<file path="src/hw/rtl/snsel_pkg.sv">
// Shared types, codes and constants of the server node selector.
package snsel_pkg;

    // Fixed field widths
    localparam int NODE_ID_W = 8;
    localparam int DATA_W    = 32;
    localparam int OPCODE_W  = 3;
    localparam int STATUS_W  = 2;
    localparam int MODE_W    = 2;

    // Defaults for top-level parameters
    localparam int MAX_NODES_DEF = 16;
    localparam int ID_BITS_DEF   = 8;

    // Opcodes
    localparam logic [OPCODE_W-1:0] OP_ADD    = 3'd0;
    localparam logic [OPCODE_W-1:0] OP_REMOVE = 3'd1;
    localparam logic [OPCODE_W-1:0] OP_HEALTH = 3'd2;
    localparam logic [OPCODE_W-1:0] OP_STATS  = 3'd3;
    localparam logic [OPCODE_W-1:0] OP_SELECT = 3'd4;

    // Result status codes
    typedef enum logic [STATUS_W-1:0] {
        ST_DONE    = 2'd0,
        ST_EMPTY   = 2'd1,
        ST_FULL    = 2'd2,
        ST_MISSING = 2'd3
    } t_status;

    // Selection modes
    typedef enum logic [MODE_W-1:0] {
        MODE_RR       = 2'd0,
        MODE_LEAST_CN = 2'd1,
        MODE_WRR      = 2'd2,
        MODE_LEAST_RT = 2'd3
    } t_mode;

    // A metric at or above its ceiling never wins a least scan
    localparam logic [DATA_W-1:0] CONN_CEILING = 32'hFFFF_FFFF;
    localparam logic [DATA_W-1:0] TIME_CEILING = 32'd1_000_000_000;

    // One table entry as stored in the RAM
    typedef struct packed {
        logic [NODE_ID_W-1:0] id;
        logic                 healthy;
        logic [DATA_W-1:0]    conn;
        logic [DATA_W-1:0]    rtime;
    } t_entry;

    localparam int ENTRY_W = $bits(t_entry);

    // Result of the shared subtract/compare unit
    typedef struct packed {
        logic              lt;
        logic [DATA_W-1:0] diff;
    } t_alu_res;

endpackage

</file>
<file path="src/hw/rtl/snsel_ram.sv">
// Generic single-write, single-read RAM with registered read data.
module snsel_ram #(
    parameter int WIDTH = 8,
    parameter int DEPTH = 16
) (
    input  logic                     i_clk,
    input  logic                     i_we,
    input  logic [$clog2(DEPTH)-1:0] i_waddr,
    input  logic [WIDTH-1:0]         i_wdata,
    input  logic [$clog2(DEPTH)-1:0] i_raddr,
    output logic [WIDTH-1:0]         o_rdata
);

    logic [WIDTH-1:0] r_mem [DEPTH];
    logic [WIDTH-1:0] r_rdata;

    // Write port and registered read port
    always_ff @(posedge i_clk) begin
        if (i_we) begin
            r_mem[i_waddr] <= i_wdata;
        end
        r_rdata <= r_mem[i_raddr];
    end

    assign o_rdata = r_rdata;

endmodule

</file>
<file path="src/hw/rtl/snsel_alu.sv">
// Shared 32-bit subtract and unsigned less-than unit.
module snsel_alu
    import snsel_pkg::*;
(
    input  logic [DATA_W-1:0] i_a,
    input  logic [DATA_W-1:0] i_b,
    output t_alu_res          o_res
);

    logic [DATA_W:0] diff_ext;

    // Borrow out of a - b marks a < b
    assign diff_ext   = {1'b0, i_a} - {1'b0, i_b};
    assign o_res.lt   = diff_ext[DATA_W];
    assign o_res.diff = diff_ext[DATA_W-1:0];

endmodule

</file>
<file path="src/hw/rtl/server_node_selector_core.sv">
// Server node selector top level. Add: result in the cycle after the input transfer.
// Remove, set health, set stats and least selection: a scan of up to N entries
// (one RAM read per cycle). Round robin and weighted round robin selection: 32 restoring
// divide steps on the shared unit, then one fetch. One item at a time; ready returns
// the cycle after the result transfer. Reset (synchronous, active low) empties the table,
// clears both turn counters and sets round robin mode; table RAM contents are not cleared.
module server_node_selector_core
    import snsel_pkg::*;
#(
    parameter int MAX_NODES = MAX_NODES_DEF,
    parameter int ID_BITS   = ID_BITS_DEF,
    localparam int SLOT_W   = (MAX_NODES > 1) ? $clog2(MAX_NODES) : 1,
    localparam int CNT_W    = $clog2(MAX_NODES + 1)
) (
    input  logic                 i_clk,
    input  logic                 i_rst_n,
    input  logic                 i_valid,
    output logic                 o_ready,
    input  logic [OPCODE_W-1:0]  i_opcode,
    input  logic [NODE_ID_W-1:0] i_node_id,
    input  logic                 i_healthy,
    input  logic [DATA_W-1:0]    i_connections,
    input  logic [DATA_W-1:0]    i_response_time,
    output logic                 o_valid,
    input  logic                 i_ready,
    output logic [STATUS_W-1:0]  o_status,
    output logic [NODE_ID_W-1:0] o_chosen_id,
    output logic [SLOT_W-1:0]    o_chosen_slot,
    output logic [CNT_W-1:0]     o_node_count,
    input  logic                 i_cfg_valid,
    output logic                 o_cfg_ready,
    input  logic [MODE_W-1:0]    i_cfg_select_mode
);

    localparam logic [NODE_ID_W-1:0] ID_MASK = (ID_BITS >= NODE_ID_W) ? {NODE_ID_W{1'b1}}
                                               : NODE_ID_W'((1 << ID_BITS) - 1);
    localparam int STEP_W = $clog2(DATA_W);
    localparam logic [STEP_W-1:0] LAST_STEP = STEP_W'(DATA_W - 1);
    localparam logic [CNT_W-1:0]  FULL_CNT  = CNT_W'(MAX_NODES);

    typedef enum logic [4:0] {
        S_IDLE  = 5'b00001,
        S_SCAN  = 5'b00010,
        S_DIV   = 5'b00100,
        S_FETCH = 5'b01000,
        S_OUT   = 5'b10000
    } t_state;

    t_state                r_state, n_state;
    t_mode                 r_mode;
    logic [CNT_W-1:0]      r_total, n_total;
    logic [DATA_W-1:0]     r_plain, n_plain;
    logic [DATA_W-1:0]     r_weighted, n_weighted;

    logic [OPCODE_W-1:0]   r_op, n_op;
    logic [NODE_ID_W-1:0]  r_id, n_id;
    logic                  r_healthy, n_healthy;
    logic [DATA_W-1:0]     r_conn, n_conn;
    logic [DATA_W-1:0]     r_rt, n_rt;
    logic [SLOT_W-1:0]     r_idx, n_idx;
    logic [CNT_W-1:0]      r_wr, n_wr;
    logic [DATA_W-1:0]     r_best, n_best;
    logic [SLOT_W-1:0]     r_best_slot, n_best_slot;
    logic [NODE_ID_W-1:0]  r_best_id, n_best_id;
    logic [DATA_W-1:0]     r_quo, n_quo;
    logic [CNT_W-1:0]      r_rem, n_rem;
    logic [STEP_W-1:0]     r_step, n_step;
    t_status               r_status, n_status;
    logic [NODE_ID_W-1:0]  r_cid, n_cid;
    logic [SLOT_W-1:0]     r_cslot, n_cslot;

    logic                  ram_we;
    logic [SLOT_W-1:0]     ram_waddr;
    t_entry                ram_wdata;
    logic [SLOT_W-1:0]     ram_raddr;
    t_entry                ram_rdata;
    logic [DATA_W-1:0]     alu_a, alu_b;
    t_alu_res              alu_res;

    logic [CNT_W:0]        rem_sh;
    logic [CNT_W-1:0]      rem_nx;
    logic                  is_last;
    logic [DATA_W-1:0]     metric;

    snsel_ram #(
        .WIDTH (ENTRY_W),
        .DEPTH (MAX_NODES)
    ) u_table (
        .i_clk   (i_clk),
        .i_we    (ram_we),
        .i_waddr (ram_waddr),
        .i_wdata (ram_wdata),
        .i_raddr (ram_raddr),
        .o_rdata (ram_rdata)
    );

    snsel_alu u_alu (
        .i_a   (alu_a),
        .i_b   (alu_b),
        .o_res (alu_res)
    );

    // Divide step and scan helpers
    assign rem_sh  = {r_rem, r_quo[DATA_W-1]};
    assign rem_nx  = alu_res.lt ? rem_sh[CNT_W-1:0] : alu_res.diff[CNT_W-1:0];
    assign is_last = (CNT_W'(r_idx) + CNT_W'(1)) == r_total;
    assign metric  = (r_mode == MODE_LEAST_RT) ? ram_rdata.rtime : ram_rdata.conn;

    // Route the shared unit: divide compare or metric compare
    always_comb begin
        if (r_state == S_DIV) begin
            alu_a = DATA_W'(rem_sh);
            alu_b = DATA_W'(r_total);
        end else begin
            alu_a = metric;
            alu_b = r_best;
        end
    end

    // Sequencer
    always_comb begin
        logic [CNT_W-1:0]     wr_nx;
        logic [NODE_ID_W-1:0] bid_nx;
        logic [SLOT_W-1:0]    bslot_nx;

        n_state     = r_state;
        n_total     = r_total;
        n_plain     = r_plain;
        n_weighted  = r_weighted;
        n_op        = r_op;
        n_id        = r_id;
        n_healthy   = r_healthy;
        n_conn      = r_conn;
        n_rt        = r_rt;
        n_idx       = r_idx;
        n_wr        = r_wr;
        n_best      = r_best;
        n_best_slot = r_best_slot;
        n_best_id   = r_best_id;
        n_quo       = r_quo;
        n_rem       = r_rem;
        n_step      = r_step;
        n_status    = r_status;
        n_cid       = r_cid;
        n_cslot     = r_cslot;
        ram_we      = 1'b0;
        ram_waddr   = '0;
        ram_wdata   = ram_rdata;
        ram_raddr   = '0;
        wr_nx       = r_wr;
        bid_nx      = r_best_id;
        bslot_nx    = r_best_slot;

        unique case (r_state)
            S_IDLE: begin
                if (i_valid) begin
                    n_op      = i_opcode;
                    n_id      = i_node_id & ID_MASK;
                    n_healthy = i_healthy;
                    n_conn    = i_connections;
                    n_rt      = i_response_time;
                    n_status  = ST_DONE;
                    n_cid     = '0;
                    n_cslot   = '0;
                    n_idx     = '0;
                    n_wr      = '0;
                    n_state   = S_OUT;
                    case (i_opcode)
                        OP_ADD: begin
                            // Append at the end unless full
                            if (r_total >= FULL_CNT) begin
                                n_status = ST_FULL;
                            end else begin
                                ram_we            = 1'b1;
                                ram_waddr         = r_total[SLOT_W-1:0];
                                ram_wdata.id      = i_node_id & ID_MASK;
                                ram_wdata.healthy = i_healthy;
                                ram_wdata.conn    = i_connections;
                                ram_wdata.rtime   = i_response_time;
                                n_total           = r_total + CNT_W'(1);
                            end
                        end
                        OP_REMOVE, OP_HEALTH, OP_STATS: begin
                            if (r_total == '0) begin
                                n_status = ST_MISSING;
                            end else begin
                                n_state = S_SCAN;
                            end
                        end
                        OP_SELECT: begin
                            if (r_total == '0) begin
                                n_status = ST_EMPTY;
                            end else if (r_mode == MODE_RR || r_mode == MODE_WRR) begin
                                n_quo   = (r_mode == MODE_RR) ? r_plain : r_weighted;
                                n_rem   = '0;
                                n_step  = '0;
                                n_state = S_DIV;
                            end else begin
                                n_best      = (r_mode == MODE_LEAST_RT) ? TIME_CEILING
                                                                        : CONN_CEILING;
                                n_best_slot = '0;
                                n_best_id   = '0;
                                n_state     = S_SCAN;
                            end
                        end
                        default: begin
                            // Unknown opcode: report done, change nothing
                        end
                    endcase
                end
            end

            S_SCAN: begin
                // Entry r_idx is on the read data; prefetch the next one
                ram_raddr = r_idx + SLOT_W'(1);
                n_idx     = r_idx + SLOT_W'(1);
                case (r_op)
                    OP_REMOVE: begin
                        // Compact the kept entries toward the front
                        if (ram_rdata.id != r_id) begin
                            ram_we    = 1'b1;
                            ram_waddr = r_wr[SLOT_W-1:0];
                            wr_nx     = r_wr + CNT_W'(1);
                        end
                        n_wr = wr_nx;
                        if (is_last) begin
                            n_total  = wr_nx;
                            n_status = (wr_nx == r_total) ? ST_MISSING : ST_DONE;
                            n_state  = S_OUT;
                        end
                    end
                    OP_HEALTH, OP_STATS: begin
                        // Update the first match in place
                        if (ram_rdata.id == r_id) begin
                            ram_we    = 1'b1;
                            ram_waddr = r_idx;
                            if (r_op == OP_HEALTH) begin
                                ram_wdata.healthy = r_healthy;
                            end else begin
                                ram_wdata.conn  = r_conn;
                                ram_wdata.rtime = r_rt;
                            end
                            n_state = S_OUT;
                        end else if (is_last) begin
                            n_status = ST_MISSING;
                            n_state  = S_OUT;
                        end
                    end
                    default: begin
                        // Least scan; slot 0 is the fallback choice
                        if (r_idx == '0) begin
                            bid_nx = ram_rdata.id;
                        end
                        if (ram_rdata.healthy && alu_res.lt) begin
                            n_best   = metric;
                            bslot_nx = r_idx;
                            bid_nx   = ram_rdata.id;
                        end
                        n_best_id   = bid_nx;
                        n_best_slot = bslot_nx;
                        if (is_last) begin
                            n_cid   = bid_nx;
                            n_cslot = bslot_nx;
                            n_state = S_OUT;
                        end
                    end
                endcase
            end

            S_DIV: begin
                // One restoring divide step per cycle: counter mod node count
                n_quo  = {r_quo[DATA_W-2:0], 1'b0};
                n_rem  = rem_nx;
                n_step = r_step + STEP_W'(1);
                if (r_step == LAST_STEP) begin
                    ram_raddr = rem_nx[SLOT_W-1:0];
                    n_cslot   = rem_nx[SLOT_W-1:0];
                    if (r_mode == MODE_RR) begin
                        n_plain = r_plain + DATA_W'(1);
                    end else begin
                        n_weighted = r_weighted + DATA_W'(1);
                    end
                    n_state = S_FETCH;
                end
            end

            S_FETCH: begin
                n_cid   = ram_rdata.id;
                n_state = S_OUT;
            end

            S_OUT: begin
                if (i_ready) begin
                    n_state = S_IDLE;
                end
            end

            default: begin
                n_state = S_IDLE;
            end
        endcase
    end

    // Control state
    always_ff @(posedge i_clk) begin
        if (!i_rst_n) begin
            r_state    <= S_IDLE;
            r_mode     <= MODE_RR;
            r_total    <= '0;
            r_plain    <= '0;
            r_weighted <= '0;
        end else begin
            r_state    <= n_state;
            r_total    <= n_total;
            r_plain    <= n_plain;
            r_weighted <= n_weighted;
            if (i_cfg_valid) begin
                r_mode <= t_mode'(i_cfg_select_mode);
            end
        end
    end

    // Payload and working registers
    always_ff @(posedge i_clk) begin
        r_op        <= n_op;
        r_id        <= n_id;
        r_healthy   <= n_healthy;
        r_conn      <= n_conn;
        r_rt        <= n_rt;
        r_idx       <= n_idx;
        r_wr        <= n_wr;
        r_best      <= n_best;
        r_best_slot <= n_best_slot;
        r_best_id   <= n_best_id;
        r_quo       <= n_quo;
        r_rem       <= n_rem;
        r_step      <= n_step;
        r_status    <= n_status;
        r_cid       <= n_cid;
        r_cslot     <= n_cslot;
    end

    assign o_ready       = (r_state == S_IDLE);
    assign o_valid       = (r_state == S_OUT);
    assign o_status      = r_status;
    assign o_chosen_id   = r_cid;
    assign o_chosen_slot = r_cslot;
    assign o_node_count  = r_total;
    assign o_cfg_ready   = 1'b1;

endmodule

</file>
<file path="config.mk">
export PLATFORM = sky130hd
export DESIGN_NAME = server_node_selector_core
export DESIGN_NICKNAME = d
export VERILOG_FILES = /design/src/hw/rtl/snsel_pkg.sv /design/src/hw/rtl/snsel_ram.sv /design/src/hw/rtl/snsel_alu.sv /design/src/hw/rtl/server_node_selector_core.sv
export SDC_FILE = /design/constraint.sdc
export NUM_CORES = 2
export LEC_CHECK = 0
export ABC_AREA = 1
export BUFFER_PORTS_ARGS = -buffer_cell sky130_fd_sc_hd__buf_2
export CAP_MARGIN = 10
export CORE_MARGIN = 2
export CORE_UTILIZATION = 35
export CTS_CLUSTER_SIZE = 24
export DETAILED_ROUTE_END_ITERATION = 8
export SLEW_MARGIN = 20
export SYNTH_ARGS = -nofsm -noshare
export SYNTH_HDL_FRONTEND = slang
export SYNTH_SLANG_ARGS = --single-unit
export TNS_END_PERCENT = 50
</file>
<file path="constraint.sdc">
create_clock -name i_clk -period 6.4 [get_ports i_clk]
set_input_delay 0.32 -clock i_clk [delete_from_list [all_inputs] [get_ports i_clk]]
set_output_delay 0.32 -clock i_clk [all_outputs]
set_load 0.005 [all_outputs]
</file>
==> results.md <==
* Top sig layer: met4
* CP arrival at 6.14 ns
* Post-route cell area at 0.0759 sq mm
* Die height at 439 um
* Final Skew at 0.0356 ns
* M1 WL at 81800 um
* Placer Congestion at 0.833
* Buffers added on ports at 103
* Top cells by count, synth: nand2_1 (1574), nand3_1 (1355), edfxtp_1 (1353)
* Critical Path Sink Type: flop
* Num CTS Buffers at 157
* Clock Latency Late Sink at 0.82 ns
* Final Cycle Share at 0.851
* Vias post-DR at 47900
* Routed wire length on met3 at 13600 um
* Root buffer cell: clkbuf_16
* Worst-Margin Slew at 1.17 ns
* Clk sinks at 1502
* Max Buffers Root-to-Sink at 3
* LEAKAGE at 29.9 nW
* Cell family with most CP delay: simple AND/OR/NAND/NOR gates
* 1st-iter DRT viols at 5270
* Most frequent cell after synthesis: nand2_1
* Multi-input logic area at 0.0180 sq mm
* Total wire length at 192000 um
* Relative slew slack at 0.219
* Worst EP required at 7.09 ns
* Synth warnings at 0
* Worst hold path type: primary input to flop
* WS Path Type: flop to flop
* CP startpoint kind: flop
* Cell mode on critical path: nand2_1
* Initial antenna violation count at 2
* Vias per cell at 5.19
* First-pass GRT wire length at 287000 um
* Synth area leaders: edfxtp_1 (61%), nand3_1 (10%), nand2_1 (8.9%), dfxtp_1 (4.5%), inv_1 (4.4%)
* Synth area leader: edfxtp_1
* Share of the synthesized area in the top cell type at 0.615
* Post-synth EDFFs at 1353
* Total GRT Usage at 0.196
* Ys flop type: edfxtp_1
* Post-Synthesis Mean Instance Area at 10.2 sq um
* Synth async-reset ratio at 0
* Maximum VDD drop at 0.259 mV
* Setup repair bufs after CTS at 0
* Max Cap Viol at 0
* Io pins at 105
* Cell Chain, Critical Path: nand2_2 > o21ai_0 > inv_1 > o21ai_0 > ha_1 > nand2_1 > nand2_1 > nand3_1 > nand2_1 > nand2_1 > nand2_1 > nand2_2 > nand2_4 > nand2_2 > nand3_4 > nand2_8 > buf_4 > nand2_1 > nand3_1 > nand3_1 > nand3_1 > nand2_1
* Post-placement cell area at 0.0698 sq mm
* Router iterations before antenna repair at 8
* Worst path slowest cell: o21ai_0
* Site Rows at 159
* Final Setup Violations at 0
* Status: complete, but fails checks
* Fmax at 184 MHz
* Largest fanout on the critical path at 100
* DRC at 16
* Die Wd at 439 um
* Max stage delay on crit path at 0.93 ns
* Antenna Nets Post-Route at 0
* Vias in the first global route at 45600
* FF+latch count, synth at 1502
* RSZ-0062 raised after global routing: no
* Post-synthesis cell area at 0.0661 sq mm
* Min cycle time layout at 5.45 ns
* Detail Placement HPWL at 98600 um
* Core ar. at 0.188 sq mm
* Buf/Inv on CP at 2
* CTS tree: done
* Setup TNS at 0 ns
* Grt total ovfl at 0
* Seq. cell area at 0.0436 sq mm
* Met2 WL at 90900 um
* Final hold vios at 0
* Violated checks: design-rule violations
* Area Overhead vs Synth at 14.8%
* Fillcell total at 17900
* Gate Count Post-Synth at 6505
* Drt wl/cell at 20.8 um
* Power density cells at 312 mW/mm^2
* Nets at 6741
* Clock transition at path regs at 0.06 ns
* CTS Hold Bufs at 84
* Starting density of the core at 0.352
* Seq/Total Area, Yosys at 0.660
* Unique masters post-synth at 52
* Syn nets at 6631
* CTS H-tree lvls at 4
* CTS resizes at 0
* Largest net degree at the start of global routing at 243
* Slew Limit Fails at 0
* Share of cells above drive strength 1 at 0.0819
* Full die area at 0.192 sq mm
-- metrics by stage --
stage,utilization,hold slack [ns],instances,power [W],setup WS [ns]
final,0.404,0.143,9246,0.0237,0.955
after global routing,0.404,0.166,9244,0.0245,0.627
after CTS,0.404,0.112,9242,0.0238,1.05
after detailed placement,0.372,0.471,8865,0.0146,1.09
after global placement,0.372,0.451,8865,0.0146,1.05
after floorplan,-,0.419,6505,0.0135,0.844
-- per-layer routing --
layer,track usage,vias up
met3,0.0285,323
li1,-,22300
met5,0,-
met2,0.324,1911
met1,0.264,23400
met4,0.0671,0
-- final timing paths --
kind                                 endpoint                   startpoint  slack, ns  cells after the start
setup / recovery  u_table.o_rdata[54]$_DFF_P_       r_mode[0]$_SDFFE_PN0P_       0.95                     22
hold / removal        r_plain[9]$_SDFFE_PN0P_                      i_rst_n       0.14                      3
setup reg to reg  u_table.o_rdata[54]$_DFF_P_       r_mode[0]$_SDFFE_PN0P_       0.95                     22
hold reg to reg   r_weighted[30]$_SDFFE_PN0P_  r_weighted[30]$_SDFFE_PN0P_       0.48                      2
-- cell usage in the layout, fill, tap and decap left out, types with 103 or more instances in the layout --
cell type     n
nand2_1    1572
edfxtp_1   1353
o21ai_0     251
nand3_1    1354
inv_1       772
nor2_1      247
dfxtp_1     149
buf_2       103
clkbuf_16   160
buf_4       115
-- registers in the layout (all words and copies together) (netlist names), 8 cells and up --
| name | cells |
|---|---|
| u_table.r_mem | 1168 |
| o_chosen_id | 8 |
| r_weighted | 32 |
| r_plain | 32 |
| r_best | 32 |
| r_rt | 32 |
| u_table.o_rdata | 73 |
| r_conn | 32 |
| r_quo | 32 |
| r_best_id | 8 |
| r_id | 8 |
-- where the power goes --
part	internal, W	switching, W
combinational	0.000691	0.00183
clock	0.00530	0.00390
sequential	0.0118	0.000218
-- final cells by class --
type                    instances  area share
diodes                          2   0.0000660
well taps                    2495      0.0411
inverters                     785      0.0392
repair buffers                339      0.0390
clock buffers                 226      0.0580
flip-flops and latches       1502       0.575
multi-input cells            3830       0.238
clock inverters                67      0.0100
-- cells by family (layout without fill, tap and decap cells) --
group	count (synthesis)	in the layout	share of synthesized area
and+or+nand+nor	3292	3292	0.217
other	1	3	0.0000567
xor gates and xnor gates	31	31	0.00411
buffers and inverters	1173	1417	0.0714
adders and majority gates	43	43	0.00825
AOI/OAI and AO/OA	463	463	0.0394
DFF	1502	1502	0.660
-- worst min-delay path, stage by stage --
cell and delay (ns):
buf_2 0.38, nand2_1 0.18, nor2_1 0.03
(Power assumes the default switching activity.)
